## config.mk

```make
export PLATFORM = sky130hd
export DESIGN_NAME = q5q8_lane
export DESIGN_NICKNAME = d
export VERILOG_FILES = /design/src/q5_q8_block_dot_accumulator_assert.svh /design/src/q5q8_pkg.sv /design/src/q5q8_lane.sv
export SDC_FILE = /design/constraint.sdc
export NUM_CORES = 1
export LEC_CHECK = 0
export BUFFER_PORTS_ARGS = -buffer_cell sky130_fd_sc_hd__clkbuf_2
export CAP_MARGIN = 0
export CORE_ASPECT_RATIO = 2
export CORE_UTILIZATION = 53
export DETAILED_ROUTE_END_ITERATION = 16
export PLACE_DENSITY = 0.83
export SETUP_SLACK_MARGIN = 0.4
export SYNTH_ARGS = -nofsm -noshare
export SYNTH_HDL_FRONTEND = slang
export SYNTH_SLANG_ARGS = --single-unit
```

## constraint.sdc

```tcl
create_clock -name clock -period 6.95 [get_ports clock]
set_input_delay 1.39 -clock clock [delete_from_list [all_inputs] [get_ports clock]]
set_output_delay 1.39 -clock clock [all_outputs]
set_load 0.02 [all_outputs]
```

## src/q5_q8_block_dot_accumulator_assert.svh

```systemverilog
// Assertion macros for the q5/q8 block dot accumulator.
`ifndef Q5_Q8_BLOCK_DOT_ACCUMULATOR_ASSERT_SVH
`define Q5_Q8_BLOCK_DOT_ACCUMULATOR_ASSERT_SVH

// Same-cycle implication.
`define Q5Q8_ASSERT_SAME(label, clk, rst, ante, cons, msg) \
   label: assert property (@(posedge clk) disable iff (rst) (ante) |-> (cons)) \
      else $error(msg);

// Next-cycle implication.
`define Q5Q8_ASSERT_NEXT(label, clk, rst, ante, cons, msg) \
   label: assert property (@(posedge clk) disable iff (rst) (ante) |=> (cons)) \
      else $error(msg);

`endif

```

## src/q5q8_pkg.sv

```systemverilog
// Shared types, constants and fp32 helper functions for the q5/q8 block dot accumulator.
`default_nettype none
package q5q8_pkg;

   localparam int BLOCK_ELEMS = 32;
   localparam int HALF_ELEMS  = BLOCK_ELEMS / 2;
   localparam int LANE_COUNT  = 8;
   localparam int LANE_ELEMS  = BLOCK_ELEMS / LANE_COUNT;
   localparam int CODE_W      = 5;
   localparam int ACT_W       = 8;
   localparam int LANE_SUM_W  = 15;
   localparam int DOT_SUM_W   = 18;
   localparam logic [7:0]  NIB_LO_MASK = 8'h0F;
   localparam logic [31:0] FP32_QNAN   = 32'h7FC0_0000;
   localparam logic [31:0] FP32_ZERO   = 32'h0000_0000;

   typedef logic [CODE_W-1:0]            code_type;
   typedef logic signed [ACT_W-1:0]      act_type;
   typedef logic signed [LANE_SUM_W-1:0] lane_sum_type;

   typedef enum logic [2:0] {
      ST_IDLE,
      ST_LANE,
      ST_MERGE,
      ST_MAIN,
      ST_BLOCK,
      ST_ACCUM,
      ST_BIAS
   } seq_state_type;

   // Leading zero count of a 51-bit word (zero input gives 0, never used).
   function automatic logic [5:0] lead_zeros(input logic [50:0] v);
      logic [5:0] n;
      n = 6'd0;
      for (int i = 0; i < 51; i++) begin
         if (v[i]) begin
            n = 6'(50 - i);
         end
      end
      return n;
   endfunction

   // Round to nearest even and pack. mant has its leading one at bit 47.
   function automatic logic [31:0] round_pack(input logic sign,
                                              input logic signed [10:0] ex,
                                              input logic [47:0] mant,
                                              input logic sticky);
      logic [47:0] m2;
      logic        lost;
      logic [5:0]  sh;
      logic [7:0]  ef;
      logic [22:0] fr;
      logic        g;
      logic        s;
      logic [30:0] mag;
      logic signed [10:0] d;
      m2   = mant;
      lost = 1'b0;
      ef   = 8'd0;
      sh   = 6'd0;
      d    = 11'sd1 - ex;
      if (ex >= 11'sd255) begin
         return {sign, 8'hFF, 23'd0};
      end
      if (ex >= 11'sd1) begin
         ef = ex[7:0];
      end else begin
         sh   = (d > 11'sd63) ? 6'd63 : d[5:0];
         m2   = mant >> sh;
         lost = ((m2 << sh) != mant);
      end
      fr  = m2[46:24];
      g   = m2[23];
      s   = (|m2[22:0]) | lost | sticky;
      mag = {ef, fr} + {30'd0, g & (s | fr[0])};
      return {sign, mag};
   endfunction

   function automatic logic is_nan(input logic [31:0] a);
      return (&a[30:23]) && (|a[22:0]);
   endfunction

   function automatic logic is_inf(input logic [31:0] a);
      return (&a[30:23]) && !(|a[22:0]);
   endfunction

   // fp32 multiply, all IEEE cases, round to nearest even.
   function automatic logic [31:0] fp_mul(input logic [31:0] a, input logic [31:0] b);
      logic        s;
      logic        az;
      logic        bz;
      logic [23:0] ma;
      logic [23:0] mb;
      logic signed [10:0] ea;
      logic signed [10:0] eb;
      logic [47:0] p;
      logic [5:0]  lz;
      logic [47:0] mant;
      logic signed [10:0] ex;
      s  = a[31] ^ b[31];
      az = (a[30:0] == 31'd0);
      bz = (b[30:0] == 31'd0);
      if (is_nan(a) || is_nan(b) || (is_inf(a) && bz) || (is_inf(b) && az)) begin
         return FP32_QNAN;
      end
      if (is_inf(a) || is_inf(b)) begin
         return {s, 8'hFF, 23'd0};
      end
      if (az || bz) begin
         return {s, 31'd0};
      end
      ma   = {|a[30:23], a[22:0]};
      mb   = {|b[30:23], b[22:0]};
      ea   = (a[30:23] == 8'd0) ? 11'sd1 : $signed({3'd0, a[30:23]});
      eb   = (b[30:23] == 8'd0) ? 11'sd1 : $signed({3'd0, b[30:23]});
      p    = ma * mb;
      lz   = lead_zeros({p, 3'b000});
      mant = p << lz;
      ex   = ea + eb - 11'sd126 - $signed({5'd0, lz});
      return round_pack(s, ex, mant, 1'b0);
   endfunction

   // fp32 add, all IEEE cases, round to nearest even.
   function automatic logic [31:0] fp_add(input logic [31:0] a, input logic [31:0] b);
      logic [31:0] x;
      logic [31:0] y;
      logic        az;
      logic        bz;
      logic [7:0]  ex_x;
      logic [7:0]  ex_y;
      logic [7:0]  d;
      logic [5:0]  sh;
      logic [50:0] big;
      logic [50:0] yb;
      logic [50:0] ys;
      logic [50:0] r;
      logic [50:0] nm;
      logic [5:0]  lz;
      logic signed [10:0] ex;
      az = (a[30:0] == 31'd0);
      bz = (b[30:0] == 31'd0);
      if (is_nan(a) || is_nan(b) || (is_inf(a) && is_inf(b) && (a[31] != b[31]))) begin
         return FP32_QNAN;
      end
      if (is_inf(a)) begin
         return a;
      end
      if (is_inf(b)) begin
         return b;
      end
      if (az && bz) begin
         return {a[31] & b[31], 31'd0};
      end
      if (az) begin
         return b;
      end
      if (bz) begin
         return a;
      end
      if (a[30:0] < b[30:0]) begin
         x = b;
         y = a;
      end else begin
         x = a;
         y = b;
      end
      ex_x = (x[30:23] == 8'd0) ? 8'd1 : x[30:23];
      ex_y = (y[30:23] == 8'd0) ? 8'd1 : y[30:23];
      d    = ex_x - ex_y;
      sh   = (d > 8'd63) ? 6'd63 : d[5:0];
      big  = {1'b0, |x[30:23], x[22:0], 26'd0};
      yb   = {1'b0, |y[30:23], y[22:0], 26'd0};
      ys   = yb >> sh;
      ys[0] = ys[0] | ((ys << sh) != yb);
      r    = (x[31] == y[31]) ? (big + ys) : (big - ys);
      if (r == 51'd0) begin
         return FP32_ZERO;
      end
      lz = lead_zeros(r);
      nm = r << lz;
      ex = $signed({3'd0, ex_x}) + 11'sd1 - $signed({5'd0, lz});
      return round_pack(x[31], ex, nm[50:3], |nm[2:0]);
   endfunction

   // Exact fp16 to fp32, subnormals normalized.
   function automatic logic [31:0] half_to_single(input logic [15:0] h);
      logic [3:0] lz;
      logic [9:0] m;
      logic [9:0] fr;
      m  = h[9:0];
      lz = 4'd0;
      for (int i = 0; i < 10; i++) begin
         if (m[i]) begin
            lz = 4'(9 - i);
         end
      end
      fr = 10'(m << (lz + 4'd1));
      if (h[14:10] == 5'h1F) begin
         return {h[15], 8'hFF, m, 13'd0};
      end else if (h[14:10] != 5'd0) begin
         return {h[15], {3'd0, h[14:10]} + 8'd112, m, 13'd0};
      end else if (m == 10'd0) begin
         return {h[15], 31'd0};
      end
      return {h[15], 8'd112 - {4'd0, lz}, fr, 13'd0};
   endfunction

endpackage
`default_nettype wire

```

## src/q5q8_lane.sv

```systemverilog
// One dot-product lane: four code by activation products, summed and registered.
`default_nettype none
module q5q8_lane (
   input  wire logic                                          clock,
   input  wire q5q8_pkg::code_type [q5q8_pkg::LANE_ELEMS-1:0] codes,
   input  wire q5q8_pkg::act_type  [q5q8_pkg::LANE_ELEMS-1:0] acts,
   output q5q8_pkg::lane_sum_type                             lane_sum_ff
);
   import q5q8_pkg::*;

   lane_sum_type lane_sum_in;

   always_comb begin
      lane_sum_in = '0;
      for (int i = 0; i < LANE_ELEMS; i++) begin
         lane_sum_in = lane_sum_in
            + LANE_SUM_W'($signed({1'b0, codes[i]}) * acts[i]);
      end
   end

   always_ff @(posedge clock) begin
      lane_sum_ff <= lane_sum_in;
   end

endmodule
`default_nettype wire

```

==> results.toml <==
[worst_setup_path]
arrival_ns = 6.89
cp-start-kind = "input pin"
crit_start = "codes[11]"
cp_max_fo = 7
cp_slowest_cell = "fa_1"
setup.worst_path.end_class = "register"
path_cells = "buf_8 > and2_4 > inv_1 > fa_1 > buf_4 > inv_2 > fa_1 > inv_2 > fa_1 > inv_1 > fa_1 > fa_1 > fa_1 > inv_2 > fa_1 > inv_2 > ha_4 > or3_4 > a211o_1 > a221o_1 > xnor2_1"
cp.required_ns = 7.10
slowest_delay_ns = 0.55
path_class = "input pin to register"
cp_common_cell = "fa_1"

[clock_network]
clockBufferDepth = 2
numCtsBuffers = 3
cts_root_buf = "clkbuf_16"
ctsHoldBuffers = 0
clkTransAtPathRegs_ns = 0.06
cts_tree = "built"
h-tree-depth = 1
cts.sinks = 15

[drt]
wl_um = 17000
firstDrtPassIters = 4
wl_met2_um = 9930
wl_per_cell_um = 16.8
ant_nets = 0
detail_route.vias_per_cell = 5.13
highest-signal-layer = "met4"
drt_iter0_markers = 189
drc = 0
dr_total_vias = 5194
wl_met3_um = 411
drt-met1-wl_um = 4880

[layout]
instances_no_fill = 1012
nNetsFinal = 1162
top_register = "lane_sum_ff"
multi_input_area_um2 = 5980
drive_gt1_frac = 0.237
area_growth_pct = 19.7
diodes = 0
seqCellArea_um2 = 300
reg.largest.list = "lane_sum_ff (15)"
largest_reg_flops = 15
fillers = 986

[synthesis]
netlist_instances = 739
yosys_register_bits = 15
avgSynthCellArea_um2 = 9.44
syn_nets = 1040
synthesis.area_um2 = 6970
ys_warn_count = 0
synthDistinctLibCells = 25
synth_seq_area_share = 0.0431

[min_path]
hold_path_depth = 4
hp-start = "acts[16]"
min_to = "lane_sum_ff[0]"
hold_class = "input pin to register"

[placed_design]
pre_cts_ws_ns = -0.103
dp_cells = 997
io_buffers = 67
gp_congestion = 0.933
dp_hpwl_um = 14300

[grt]
antenna_found_initial = 0
grt_pass1_wl_um = 26200
grt_max_degree = 11
gr-total-overflow = 0
grt_pass1_vias = 5884
grtUsageTotal = 0.253

[sta]
relSlewSlack = 0.770
min_period_over_period = 0.970
rsz0062_at_grt = "yes"
worst_pin_slew_ns = 0.344
finalSetupViolations = 0
maxSlewViolCount = 0
hold_violations = 0
clock.fmax_ghz = 0.148
finalCriticalPeriod_ns = 6.74
holdWs_ns = 1.70
final.setup.worst_slack_ns = 0.207

[floorplan]
die_area_um2 = 13600
fp.dieW_um = 83.1
initial_core_util = 0.540
core.rowCount = 59
ios = 68
core-area_um2 = 12900
die_y_um = 164

[run_status]
status = "complete, no violations"

[job]
drv_cap = 0
worst max-delay path, delay by kind of cell:
family | cells | cell delay (ns)
AO/OA/AOI/OAI | 2 | 0.65
XOR/XNOR | 1 | 0.13
adder cells (fa/ha/maj) | 8 | 3.71
buffers and inverters | 8 | 0.51
AND/OR/NAND/NOR | 2 | 0.48
cell families (layout without fill, tap and decap cells):
| logic type | after synthesis | count (layout) | share of synthesized area |
|---|---|---|---|
| xor gates and xnor gates | 21 | 21 | 0.0264 |
| and+or+nand+nor | 175 | 175 | 0.143 |
| adders and majority gates | 248 | 248 | 0.628 |
| AOI/OAI and AO/OA | 19 | 19 | 0.0190 |
| DFF | 15 | 15 | 0.0431 |
| buffers and inverters | 261 | 382 | 0.140 |
stage by stage:
stage	setup TNS, ns	util	area, µm²
final	0	0.646	8350
after global routing	0	0.646	8350
after CTS	0	0.625	8070
after detailed placement	-0.154	0.605	7820
after global placement	-0.0416	0.605	7820
after floorplan	0	-	7000
final cells by class:
type / instances / area share
multi-input combinational: 463 / 0.717
inverter: 261 / 0.117
timing repair buffer: 117 / 0.0973
sequential: 15 / 0.0360
tap: 152 / 0.0228
clock buffer: 3 / 0.00899
clock inverter: 1 / 0.000899
layer usage:
| layer | vias to the layer above | global-route usage |
|---|---|---|
| met5 | - | 0 |
| met4 | 0 | 0.226 |
| met3 | 114 | 0.0201 |
| met2 | 175 | 0.505 |
| met1 | 2594 | 0.215 |
| li1 | 2311 | - |
cell usage after synthesis (all sizes together):
cell type,number,area share
and2,130,0.12
fa,170,0.49
nor2,8,0.0043
a31oi,1,0.00090
a221o,1,0.0014
xnor2,18,0.023
or3,2,0.0018
nand2,31,0.017
and3,1,0.0011
o21a,2,0.0022
xor2,3,0.0038
o21bai,1,0.0011
a211oi,2,0.0029
nor2b,2,0.0018
a21oi,4,0.0029
a21boi,1,0.0011
o31a,1,0.0013
inv,261,0.14
ha,78,0.14
dfxtp,15,0.043
a211o,1,0.0013
nor3,1,0.00072
o21ai,4,0.0029
a21o,1,0.0013
timing repair:
action | in CTS | in global routing
gates resized for setup | 42 | 86
setup endpoints to repair | 4 | 6
pin swaps | 47 | 49
buffers inserted | 3 | 8
gates cloned | 0 | 0
worst max path at each step:
stage                            endpoint  slack (ns)  cells past startpoint
after floorplan           lane_sum_ff[14]        0.27                     19
after global placement    lane_sum_ff[14]       -0.04                     21
after detailed placement  lane_sum_ff[14]       -0.10                     21
after CTS                 lane_sum_ff[14]        0.23                     19
after global routing      lane_sum_ff[14]        0.08                     21
final                     lane_sum_ff[14]        0.21                     21
layout by cell type (no fill, tap or decap), types with 2 or more instances in the layout:
cell type / instances
o21ai_2: 3
inv_2: 24
clkbuf_2: 52
buf_8: 2
nor2_1: 7
fa_1: 160
xor2_1: 3
and2_4: 15
inv_1: 237
ha_1: 65
nand2_1: 24
or3_4: 2
buf_4: 49
o21a_1: 2
clkbuf_16: 3
buf_6: 12
and2_1: 115
xnor2_1: 17
ha_2: 2
a21oi_1: 4
dfxtp_1: 15
nand2_2: 5
fa_2: 10
ha_4: 11
nand2_4: 2
Power is left out: the tool's default activity adds up to more than one toggle a clock period on the data nets, which glitch-free logic cannot reach.
