--- src/q5_q8_block_dot_accumulator_assert.svh ---
// Assertion macros for the q5/q8 block dot accumulator.
`ifndef Q5_Q8_BLOCK_DOT_ACCUMULATOR_ASSERT_SVH
`define Q5_Q8_BLOCK_DOT_ACCUMULATOR_ASSERT_SVH

// Same-cycle implication.
`define Q5Q8_ASSERT_SAME(label, clk, rst, ante, cons, msg) \
   label: assert property (@(posedge clk) disable iff (rst) (ante) |-> (cons)) \
      else $error(msg);

// Next-cycle implication.
`define Q5Q8_ASSERT_NEXT(label, clk, rst, ante, cons, msg) \
   label: assert property (@(posedge clk) disable iff (rst) (ante) |=> (cons)) \
      else $error(msg);

`endif

--- src/q5q8_pkg.sv ---
// Shared types, constants and fp32 helper functions for the q5/q8 block dot accumulator.
`default_nettype none
package q5q8_pkg;

   localparam int BLOCK_ELEMS = 32;
   localparam int HALF_ELEMS  = BLOCK_ELEMS / 2;
   localparam int LANE_COUNT  = 8;
   localparam int LANE_ELEMS  = BLOCK_ELEMS / LANE_COUNT;
   localparam int CODE_W      = 5;
   localparam int ACT_W       = 8;
   localparam int LANE_SUM_W  = 15;
   localparam int DOT_SUM_W   = 18;
   localparam logic [7:0]  NIB_LO_MASK = 8'h0F;
   localparam logic [31:0] FP32_QNAN   = 32'h7FC0_0000;
   localparam logic [31:0] FP32_ZERO   = 32'h0000_0000;

   typedef logic [CODE_W-1:0]            code_type;
   typedef logic signed [ACT_W-1:0]      act_type;
   typedef logic signed [LANE_SUM_W-1:0] lane_sum_type;

   typedef enum logic [2:0] {
      ST_IDLE,
      ST_LANE,
      ST_MERGE,
      ST_MAIN,
      ST_BLOCK,
      ST_ACCUM,
      ST_BIAS
   } seq_state_type;

   // Leading zero count of a 51-bit word (zero input gives 0, never used).
   function automatic logic [5:0] lead_zeros(input logic [50:0] v);
      logic [5:0] n;
      n = 6'd0;
      for (int i = 0; i < 51; i++) begin
         if (v[i]) begin
            n = 6'(50 - i);
         end
      end
      return n;
   endfunction

   // Round to nearest even and pack. mant has its leading one at bit 47.
   function automatic logic [31:0] round_pack(input logic sign,
                                              input logic signed [10:0] ex,
                                              input logic [47:0] mant,
                                              input logic sticky);
      logic [47:0] m2;
      logic        lost;
      logic [5:0]  sh;
      logic [7:0]  ef;
      logic [22:0] fr;
      logic        g;
      logic        s;
      logic [30:0] mag;
      logic signed [10:0] d;
      m2   = mant;
      lost = 1'b0;
      ef   = 8'd0;
      sh   = 6'd0;
      d    = 11'sd1 - ex;
      if (ex >= 11'sd255) begin
         return {sign, 8'hFF, 23'd0};
      end
      if (ex >= 11'sd1) begin
         ef = ex[7:0];
      end else begin
         sh   = (d > 11'sd63) ? 6'd63 : d[5:0];
         m2   = mant >> sh;
         lost = ((m2 << sh) != mant);
      end
      fr  = m2[46:24];
      g   = m2[23];
      s   = (|m2[22:0]) | lost | sticky;
      mag = {ef, fr} + {30'd0, g & (s | fr[0])};
      return {sign, mag};
   endfunction

   function automatic logic is_nan(input logic [31:0] a);
      return (&a[30:23]) && (|a[22:0]);
   endfunction

   function automatic logic is_inf(input logic [31:0] a);
      return (&a[30:23]) && !(|a[22:0]);
   endfunction

   // fp32 multiply, all IEEE cases, round to nearest even.
   function automatic logic [31:0] fp_mul(input logic [31:0] a, input logic [31:0] b);
      logic        s;
      logic        az;
      logic        bz;
      logic [23:0] ma;
      logic [23:0] mb;
      logic signed [10:0] ea;
      logic signed [10:0] eb;
      logic [47:0] p;
      logic [5:0]  lz;
      logic [47:0] mant;
      logic signed [10:0] ex;
      s  = a[31] ^ b[31];
      az = (a[30:0] == 31'd0);
      bz = (b[30:0] == 31'd0);
      if (is_nan(a) || is_nan(b) || (is_inf(a) && bz) || (is_inf(b) && az)) begin
         return FP32_QNAN;
      end
      if (is_inf(a) || is_inf(b)) begin
         return {s, 8'hFF, 23'd0};
      end
      if (az || bz) begin
         return {s, 31'd0};
      end
      ma   = {|a[30:23], a[22:0]};
      mb   = {|b[30:23], b[22:0]};
      ea   = (a[30:23] == 8'd0) ? 11'sd1 : $signed({3'd0, a[30:23]});
      eb   = (b[30:23] == 8'd0) ? 11'sd1 : $signed({3'd0, b[30:23]});
      p    = ma * mb;
      lz   = lead_zeros({p, 3'b000});
      mant = p << lz;
      ex   = ea + eb - 11'sd126 - $signed({5'd0, lz});
      return round_pack(s, ex, mant, 1'b0);
   endfunction

   // fp32 add, all IEEE cases, round to nearest even.
   function automatic logic [31:0] fp_add(input logic [31:0] a, input logic [31:0] b);
      logic [31:0] x;
      logic [31:0] y;
      logic        az;
      logic        bz;
      logic [7:0]  ex_x;
      logic [7:0]  ex_y;
      logic [7:0]  d;
      logic [5:0]  sh;
      logic [50:0] big;
      logic [50:0] yb;
      logic [50:0] ys;
      logic [50:0] r;
      logic [50:0] nm;
      logic [5:0]  lz;
      logic signed [10:0] ex;
      az = (a[30:0] == 31'd0);
      bz = (b[30:0] == 31'd0);
      if (is_nan(a) || is_nan(b) || (is_inf(a) && is_inf(b) && (a[31] != b[31]))) begin
         return FP32_QNAN;
      end
      if (is_inf(a)) begin
         return a;
      end
      if (is_inf(b)) begin
         return b;
      end
      if (az && bz) begin
         return {a[31] & b[31], 31'd0};
      end
      if (az) begin
         return b;
      end
      if (bz) begin
         return a;
      end
      if (a[30:0] < b[30:0]) begin
         x = b;
         y = a;
      end else begin
         x = a;
         y = b;
      end
      ex_x = (x[30:23] == 8'd0) ? 8'd1 : x[30:23];
      ex_y = (y[30:23] == 8'd0) ? 8'd1 : y[30:23];
      d    = ex_x - ex_y;
      sh   = (d > 8'd63) ? 6'd63 : d[5:0];
      big  = {1'b0, |x[30:23], x[22:0], 26'd0};
      yb   = {1'b0, |y[30:23], y[22:0], 26'd0};
      ys   = yb >> sh;
      ys[0] = ys[0] | ((ys << sh) != yb);
      r    = (x[31] == y[31]) ? (big + ys) : (big - ys);
      if (r == 51'd0) begin
         return FP32_ZERO;
      end
      lz = lead_zeros(r);
      nm = r << lz;
      ex = $signed({3'd0, ex_x}) + 11'sd1 - $signed({5'd0, lz});
      return round_pack(x[31], ex, nm[50:3], |nm[2:0]);
   endfunction

   // Exact fp16 to fp32, subnormals normalized.
   function automatic logic [31:0] half_to_single(input logic [15:0] h);
      logic [3:0] lz;
      logic [9:0] m;
      logic [9:0] fr;
      m  = h[9:0];
      lz = 4'd0;
      for (int i = 0; i < 10; i++) begin
         if (m[i]) begin
            lz = 4'(9 - i);
         end
      end
      fr = 10'(m << (lz + 4'd1));
      if (h[14:10] == 5'h1F) begin
         return {h[15], 8'hFF, m, 13'd0};
      end else if (h[14:10] != 5'd0) begin
         return {h[15], {3'd0, h[14:10]} + 8'd112, m, 13'd0};
      end else if (m == 10'd0) begin
         return {h[15], 31'd0};
      end
      return {h[15], 8'd112 - {4'd0, lz}, fr, 13'd0};
   endfunction

endpackage
`default_nettype wire

--- src/q5q8_merge.sv ---
// Merging stage: adds the lane sums and converts the block integer sum to fp32.
`default_nettype none
module q5q8_merge (
   input  wire logic                                              clock,
   input  wire q5q8_pkg::lane_sum_type [q5q8_pkg::LANE_COUNT-1:0] lane_sums,
   output logic [31:0]                                            sum_fp_ff
);
   import q5q8_pkg::*;

   logic signed [DOT_SUM_W-1:0] total;
   logic [DOT_SUM_W-2:0]        mag;
   logic [DOT_SUM_W-2:0]        norm;
   logic [4:0]                  lz;
   logic [31:0]                 sum_fp_in;

   always_comb begin
      total = '0;
      for (int i = 0; i < LANE_COUNT; i++) begin
         total = total + DOT_SUM_W'(lane_sums[i]);
      end
      mag = total[DOT_SUM_W-1] ? (DOT_SUM_W-1)'(-total) : total[DOT_SUM_W-2:0];
      lz  = 5'd0;
      for (int i = 0; i < DOT_SUM_W - 1; i++) begin
         if (mag[i]) begin
            lz = 5'(DOT_SUM_W - 2 - i);
         end
      end
      norm = mag << lz;
      // |sum| < 2^17, so the conversion is exact
      if (total == '0) begin
         sum_fp_in = FP32_ZERO;
      end else begin
         sum_fp_in = {total[DOT_SUM_W-1], 8'd143 - {3'd0, lz},
                      norm[DOT_SUM_W-3:0], 7'd0};
      end
   end

   always_ff @(posedge clock) begin
      sum_fp_ff <= sum_fp_in;
   end

endmodule
`default_nettype wire

--- config.mk ---
export PLATFORM = sky130hd
export DESIGN_NAME = q5q8_merge
export DESIGN_NICKNAME = d
export VERILOG_FILES = /design/src/q5_q8_block_dot_accumulator_assert.svh /design/src/q5q8_pkg.sv /design/src/q5q8_merge.sv
export SDC_FILE = /design/constraint.sdc
export NUM_CORES = 1
export LEC_CHECK = 0
export BUFFER_PORTS_ARGS = -buffer_cell sky130_fd_sc_hd__buf_2
export CORE_ASPECT_RATIO = 1.25
export CORE_UTILIZATION = 30
export DETAILED_ROUTE_END_ITERATION = 7
export GPL_ROUTABILITY_DRIVEN = 0
export PLACE_DENSITY_LB_ADDON = 0.15
export SKIP_CTS_REPAIR_TIMING = 1
export SLEW_MARGIN = 20
export SYNTH_ARGS = -nofsm -noshare
export SYNTH_HDL_FRONTEND = slang
export SYNTH_SLANG_ARGS = --single-unit
--- constraint.sdc ---
create_clock -name clock -period 6.85 [get_ports clock]
set_input_delay 0.685 -clock clock [delete_from_list [all_inputs] [get_ports clock]]
set_output_delay 0.685 -clock clock [all_outputs]
set_load 0.005 [all_outputs]
==> results of run 1 <==
[cells in the mapped netlist, drive strengths merged (4+ instances only)]
| cell type | number | area [sq um] |
|---|---|---|
| nand4 | 6 | 43.8 |
| o21ai | 31 | 159 |
| nor3 | 16 | 80.1 |
| o211ai | 7 | 52.6 |
| a21boi | 4 | 30.0 |
| or3 | 5 | 36.3 |
| nand2 | 44 | 165 |
| inv | 135 | 507 |
| o22ai | 6 | 37.5 |
| a211oi | 12 | 100 |
| buf | 20 | 131 |
| o221ai | 6 | 52.6 |
| a21oi | 40 | 211 |
| a211o | 5 | 43.8 |
| mux2 | 4 | 48.8 |
| ha | 19 | 238 |
| nand3 | 20 | 105 |
| fa | 93 | 1860 |
| mux2i | 5 | 50.1 |
| or2 | 6 | 37.5 |
| dfxtp | 23 | 460 |
| xnor2 | 16 | 155 |
| xor2 | 8 | 77.6 |
| and3 | 5 | 32.5 |
| a221oi | 4 | 53.8 |
| a21o | 11 | 82.6 |
| nor2 | 44 | 173 |
| and2 | 7 | 43.8 |
[metrics by stage]
stage	hold slack, ps	utilization (%)	setup WS [ps]	instance area (sq um)	instances
after floorplan	969	-	58.4	5680	670
after global placement	1060	41.6	-135	7620	1162
after detailed placement	1060	41.6	-247	7620	1162
after CTS	1220	42.1	-6.66	7700	1166
after global routing	1280	42.8	-44.9	7840	1170
final	1210	42.8	275	7840	1170
[area by class of cell]
| class | instances | area [sq um] | area share (%) |
|---|---|---|---|
| Tap cell | 228 | 285 | 3.64 |
| Multi-Input combinational cell | 488 | 4670 | 59.5 |
| Timing Repair Buffer | 291 | 1830 | 23.4 |
| Inverter | 136 | 514 | 6.56 |
| Clock buffer | 4 | 78.8 | 1.01 |
| Sequential cell | 23 | 460 | 5.87 |
[metal layers]
layer	vias up	global-route usage, %	share of wire [%]
met1	2610	18.5	43
li1	2783	-	-
met3	9	0.619	2.7
met4	0	2.06	0.71
met5	-	0	0
met2	122	30.0	53
[path summary, 6_finish.rpt]
check / start / end / slack (ps) / cells after the start
hold / removal: lane_sums[105] / sum_fp_ff[11] / 1210 / 5
setup / recovery: lane_sums[2] / sum_fp_ff[20] / 270 / 22
[worst min-delay path, stage by stage]
cell and delay, ps:
buf_2 80, ha_1 110, ha_1 360, nand3_1 120, a21oi_1 60
[cell families (layout without fill, tap and decap cells)]
group | count (synthesis) | count (layout) | share of synthesized area [%]
compound gates | 164 | 164 | 21.7
xor+xnor | 24 | 24 | 4.12
fa+ha+maj | 112 | 112 | 37.1
buf+inv | 159 | 431 | 11.6
flops | 23 | 23 | 8.15
mux | 9 | 9 | 1.75
other cells | 1 | 7 | 0.0663
simple gates | 172 | 172 | 15.5
==> results.ini, run 1 <==
[status]
status = complete, but fails checks
violations = design-rule violations

[sta]
fin_setup_tns_ps = 0
min_period_over_period_pct = 96.0
period_needed_ps = 6580
rsz0062_at_grt = yes
hold_viol_final = 0
setup_viol = 0
drv_slew = 0
max_freq_ghz = 0.152

[route]
wirelength_um = 14300
drcViolationCount = 16
wire_per_inst_um = 12.2
vias_per_cell = 4.72
firstDrtPassIters = 6
drt_iter0_markers = 244
detail-route-antenna-nets = 0
vias = 5524

[layout]
biggestRegsByFlops = sum_fp_ff x23
layout_common_cells = 145 x buf_2, 145 x buf_4, 132 x inv_1
fillerInstances = 1921
drive_above_1_share_pct = 37.2
final_net_count = 1176
syn_to_final_growth_pct = 38.7
regMostFlops = sum_fp_ff
largest_reg_flops = 23
antenna_cells = 0

[worst_setup_path]
crit_required_ps = 7020
startpoint_type = input port
cp_top_family = adder cells
critPathBufInv = 3
endpoint_kind = flip-flop
slowest_delay_ps = 540
cpMaxStageDelayCell = fa_1
path_class = in2reg
path_max_fanout = 7
crit_chain = buf_2, fa_1, inv_1, fa_1, fa_1, inv_1, fa_1, ha_1, fa_2, a211o_1, and3b_1, or3_1, a22oi_4, and4_1, mux2i_1, a32oi_2, nor4b_4, and3_4, a21oi_1, mux2_2, mux2_2, o221ai_1
cp_common_cell = fa_1
arrival_ps = 6740

[yosys]
synth_top_flop_cell = dfxtp_1
ys_seq_area_share_pct = 8.15
yosys_warnings = 0
async_flop_share_pct = 0
postSynthAreaPerCell_sq_um = 8.51
syn_inst = 664
ys_types = 85
synth_edf_count = 0
syn_area_sq_um = 5650
synth_seq_cells = 23

[floorplanning]
num_io_pins = 153
dieArea_sq_um = 19400
fp.dieH_um = 155
rows = 55
start_util_pct = 30.9
die_x_um = 125
coreArea_sq_um = 18300

[clock_network]
clk_pin_slew_ps = 60
htreeDepth = 1
cts_root_buf = clkbuf_16
cts_buffers = 3
cts.path.max_buffers = 2
cts_tree = built
cts.sinks = 23

[worst_hold_path]
hold_path_class = in2reg

[grt]
grt_pass1_wl_um = 24600
grt_pass1_vias = 5503
grt_max_degree = 14
grt_usage_pct = 15.2
antenna_found_initial = 0
globalRouteOverflowTotal = 0

[run]
cap_violations = 0

[placed_design]
dp_hpwl_um = 12900
io_buffers = 145

Power of run 1 is not shown: default switching activity piles up to over one toggle a cycle in this logic, so the estimate is an artifact.
==> run 2: changes to the inputs <==
CORE_MARGIN = 2   (was not set)
PLACE_DENSITY = 0.59   (was not set)
PLACE_DENSITY_LB_ADDON = not set   (was 0.15)
==> run 2 against run 1 <==
Effect of this change: the run now ends clean; via count is 0.27% higher; final cell count is 1.9% lower; die area is 2.9% higher; setup slack worse by 73 ps; cell area is 1.4% lower; wire length is 2.6% higher; worst hold slack worse by 25 ps; global-route usage is 0.14 points lower; critical path depth stayed put; maximum frequency is 1.1% lower; count of clock-buffer cells in the layout is 1 lower; first-iteration DRC count is 0.41% higher.
==> results.ini, run 2 (synthesis results as in run 1) <==
[status]
status = complete, no violations

[layout]
final_net_count = 1150
final_cell_area_sq_um = 7730
syn_to_final_growth_pct = 36.7
final_util_pct = 41.5
layout_common_cells = 145 x buf_2, 133 x inv_1, 120 x buf_4
layout.cells.most_common = buf_2
seq_area_sq_um = 460
fillerInstances = 1914
antenna_cells = 0
largest_reg_flops = 23
biggestRegsByFlops = sum_fp_ff x23
drive_above_1_share_pct = 37.1
regMostFlops = sum_fp_ff
multiInputGateArea_sq_um = 4760

[route]
wirelength_um = 14700
drt-met1-wl_um = 6150
vias_per_cell = 4.82
detail-route-antenna-nets = 0
drcViolationCount = 0
wl_met3_um = 643
drt_iter0_markers = 245
firstDrtPassIters = 7
wl_met2_um = 7760
wire_per_inst_um = 12.8
routed.top_layer = met4
vias = 5539

[worst_hold_path]
hold_path_class = in2reg

[grt]
grt_pass1_wl_um = 25600
grt_usage_pct = 15.1
grt_pass1_vias = 5689
antenna_found_initial = 0
globalRouteOverflowTotal = 0
grt_max_degree = 14

[worst_setup_path]
arrival_ps = 6830
crit_chain = buf_2, fa_1, inv_1, fa_1, fa_1, inv_1, fa_1, ha_2, fa_2, a211o_1, and3b_1, or3_4, a22oi_4, and4_4, mux2i_1, a32oi_2, nor4b_4, and3_4, a21oi_1, mux2_2, mux2_2, o221ai_1
cp_common_cell = fa_1
slowest_delay_ps = 550
crit_required_ps = 7030
cpMaxStageDelayCell = fa_1
critPathBufInv = 3
endpoint_kind = flip-flop
path_max_fanout = 7
path_class = in2reg
startpoint_type = input port
cp_top_family = adder cells

[sta]
drv_slew = 0
holdWs_ps = 1190
period_needed_ps = 6650
setup_viol = 0
worst_slack_ps = 201
min_period_over_period_pct = 97.1
max_freq_ghz = 0.150
hold_viol_final = 0

[placed_design]
io_buffers = 145
preCtsSetupSlack_ps = -222
dp_hpwl_um = 12900
post_dp_cell_area_sq_um = 7430

[clock_network]
clk_pin_slew_ps = 60
cts.path.max_buffers = 2
cts.sinks = 23
htreeDepth = 1
cts_buffers = 3
cts_root_buf = clkbuf_16
cts_tree = built

[floorplanning]
coreArea_sq_um = 18600
start_util_pct = 30.3
dieArea_sq_um = 20000
rows = 56
die_x_um = 127
num_io_pins = 153
fp.dieH_um = 157

[run]
cap_violations = 0

==> run 2: cell count changes in the layout (fill, tap and decap cells not counted), sizes merged <==
cell / delta
clkinv: +1
buf: -26
clkbuf: -1
inv: +1
clkinvlp: -1
==> run 2: through the flow <==
step                      TNS, ps  instances
after floorplan                 0        670
after global placement      -1120       1141
after detailed placement    -2220       1141
after CTS                       0       1145
after global routing         -196       1148
final                           0       1148
==> run 2: worst paths after layout <==
check / startpoint / endpoint / cells after the start
setup / recovery: lane_sums[47] / sum_fp_ff[20] / 22
hold / removal: lane_sums[105] / sum_fp_ff[11] / 5
==> run 2: final cells by class <==
class	instances	share of cell area, %
clock buffer	3	0.971
multi-input combinational	488	61.6
inverter	136	6.60
clock inverter	1	0.0647
tap	232	3.76
timing repair buffer	265	21.0
sequential	23	5.96
==> run 2: worst min-delay path, cell delays in order <==
cell and delay (ps):
buf_2 80, ha_1 110, ha_1 330, nand3_1 120, a21oi_1 60
==> run 2: metal layers <==
layer  track usage (%)  up-vias
li1                  -     2727
met5                 0        -
met2              29.4      157
met1              18.8     2641
met4              1.99        0
met3             0.646       14
Power of run 2 is left out for the same reason.
==> run 3: changes to the inputs <==
ABC_AREA = 1   (was not set)
PLACE_DENSITY = 0.6   (was 0.59)
==> run 3 against run 2 <==
Effect of this change: non-clock buffer count is 117 lower; die area is 10% lower; synthesized cell count is 1.7% higher; via count is 20% lower; wire length is 27% lower; synthesized area is 10% lower; maximum frequency is 8.7% higher; core utilization is 5.1 points lower; sequential share of layout area is 1.6 points higher; setup slack better by 530 ps; worst hold slack worse by 48 ps.
==> results.ini, run 3 <==
[yosys]
yosys_warnings = 0
ys_seq_area_share_pct = 9.08
synth_seq_cells = 23
postSynthAreaPerCell_sq_um = 7.51
synth_area_leaders = fa_1 37%, inv_1 13%, nand2_1 10%
synth.top_cells.by_count = 178 x inv_1, 141 x nand2_1, 93 x fa_1, 78 x nand3_1, 32 x nor2_1
synth.top_cell.area_share_pct = 36.7
yosysTopAreaCell = fa_1
synth_edf_count = 0
syn_inst = 675
syn_area_sq_um = 5070
ys_types = 39
synth_top_flop_cell = dfxtp_1
async_flop_share_pct = 0
yosysMostFrequentCell = inv_1

[sta]
min_period_over_period_pct = 89.3
period_needed_ps = 6120
worstMarginPinSlew_ps = 513
drv_slew = 0
max_freq_ghz = 0.163
hold_viol_final = 0
rsz0062_at_grt = no
worst_slack_ps = 731
setup_viol = 0
relSlewSlack_pct = 65.7
fin_setup_tns_ps = 0

[clock_network]
cts_tree = built
cts_root_buf = clkbuf_16
clk_pin_slew_ps = 50
cts_buffers = 3
cts.path.max_buffers = 2
cts.sinks = 23
htreeDepth = 1

[layout]
drive_above_1_share_pct = 21.9
fillerInstances = 1823
regMostFlops = sum_fp_ff
antenna_cells = 0
layout_common_cells = 178 x inv_1, 145 x buf_2, 141 x nand2_1
layout.cells.most_common = inv_1
biggestRegsByFlops = sum_fp_ff x23
largest_reg_flops = 23
syn_to_final_growth_pct = 19.7
final_util_pct = 36.3
multiInputGateArea_sq_um = 3820
seq_area_sq_um = 460
final_net_count = 1050

[route]
vias_per_cell = 4.28
detail-route-antenna-nets = 0
wirelength_um = 10700
wire_per_inst_um = 10.3
drt_iter0_markers = 147
vias = 4439
firstDrtPassIters = 4
drcViolationCount = 0

[worst_setup_path]
crit_required_ps = 7040
path_class = in2reg
startpoint_type = input port
path_max_fanout = 5
arrival_ps = 6310
endpoint_kind = flip-flop

[grt]
grt_pass1_wl_um = 19200
grt_pass1_vias = 4553
grt_max_degree = 20
globalRouteOverflowTotal = 0
antenna_found_initial = 0
grt_usage_pct = 12.6

[floorplanning]
die_x_um = 120
rows = 53
fp.dieH_um = 149
start_util_pct = 30.4
coreArea_sq_um = 16700
num_io_pins = 153
dieArea_sq_um = 18000

[placed_design]
dp_hpwl_um = 9910
io_buffers = 145
preCtsSetupSlack_ps = 452

[status]
status = complete, no violations

[worst_hold_path]
hold_path_class = in2reg

[run]
cap_violations = 0

==> run 3: changes by cell type after synthesis, moves of 10 or more <==
cell / change
o21ai_0: -21
a21oi_1: -27
inv_1: +45
nor2_1: -11
a21o_1: -10
nand2_1: +97
xnor2_1: -10
nand3_1: +59
==> run 3: cell families after synthesis <==
| family | synth area share [%] |
|---|---|
| buffers and inverters | 16.1 |
| AOI/OAI and AO/OA | 3.53 |
| xor gates and xnor gates | 4.42 |
| DFF | 9.08 |
| other | 0.0739 |
| adders and majority gates | 41.4 |
| and+or+nand+nor | 25.4 |
==> run 3: area by class of cell <==
cell class,count,area share [%]
multi-input combinational,457,62.9
tap,220,4.53
inverter,184,11.4
clock buffer,4,1.30
timing repair buffer,148,12.3
sequential,23,7.58
==> run 3: worst paths after layout <==
check	slack (ps)	end	cells past startpoint	start
worst max-delay path	730	sum_fp_ff[19]	25	lane_sums[2]
worst min-delay path	1140	sum_fp_ff[7]	5	lane_sums[105]
==> run 3: worst max-delay path: stages <==
cell	delay, ps
buf_2	110
fa_1	530
inv_1	60
fa_1	510
fa_1	540
inv_1	60
fa_1	470
ha_1	240
fa_1	400
xor2_1	200
nor3_1	290
nand3_1	120
nor2_1	170
nand4_1	180
nor3_1	190
nand3_1	130
nand3_1	100
nand2_1	80
inv_1	110
nand3_2	150
inv_2	100
nand4_1	260
nor2_1	420
nand3_1	130
nand2_1	70
==> run 3: metrics by stage <==
step	hold WS [ps]	cell area [sq um]	std cells
floorplan	969	5090	681
detailed placement	1060	5990	1032
global route	1190	6070	1036
global placement	1060	5990	1032
CTS	1140	6070	1036
finish	1140	6070	1036
==> run 3: routing by layer <==
metal	share of wire (%)	vias to the layer above	global-route usage, %
met5	0	-	0
met4	0.72	0	2.38
met3	4.7	8	0.956
met2	53	121	24.3
met1	42	2045	15.4
li1	-	2265	-
Power of run 3 is left out for the same reason.
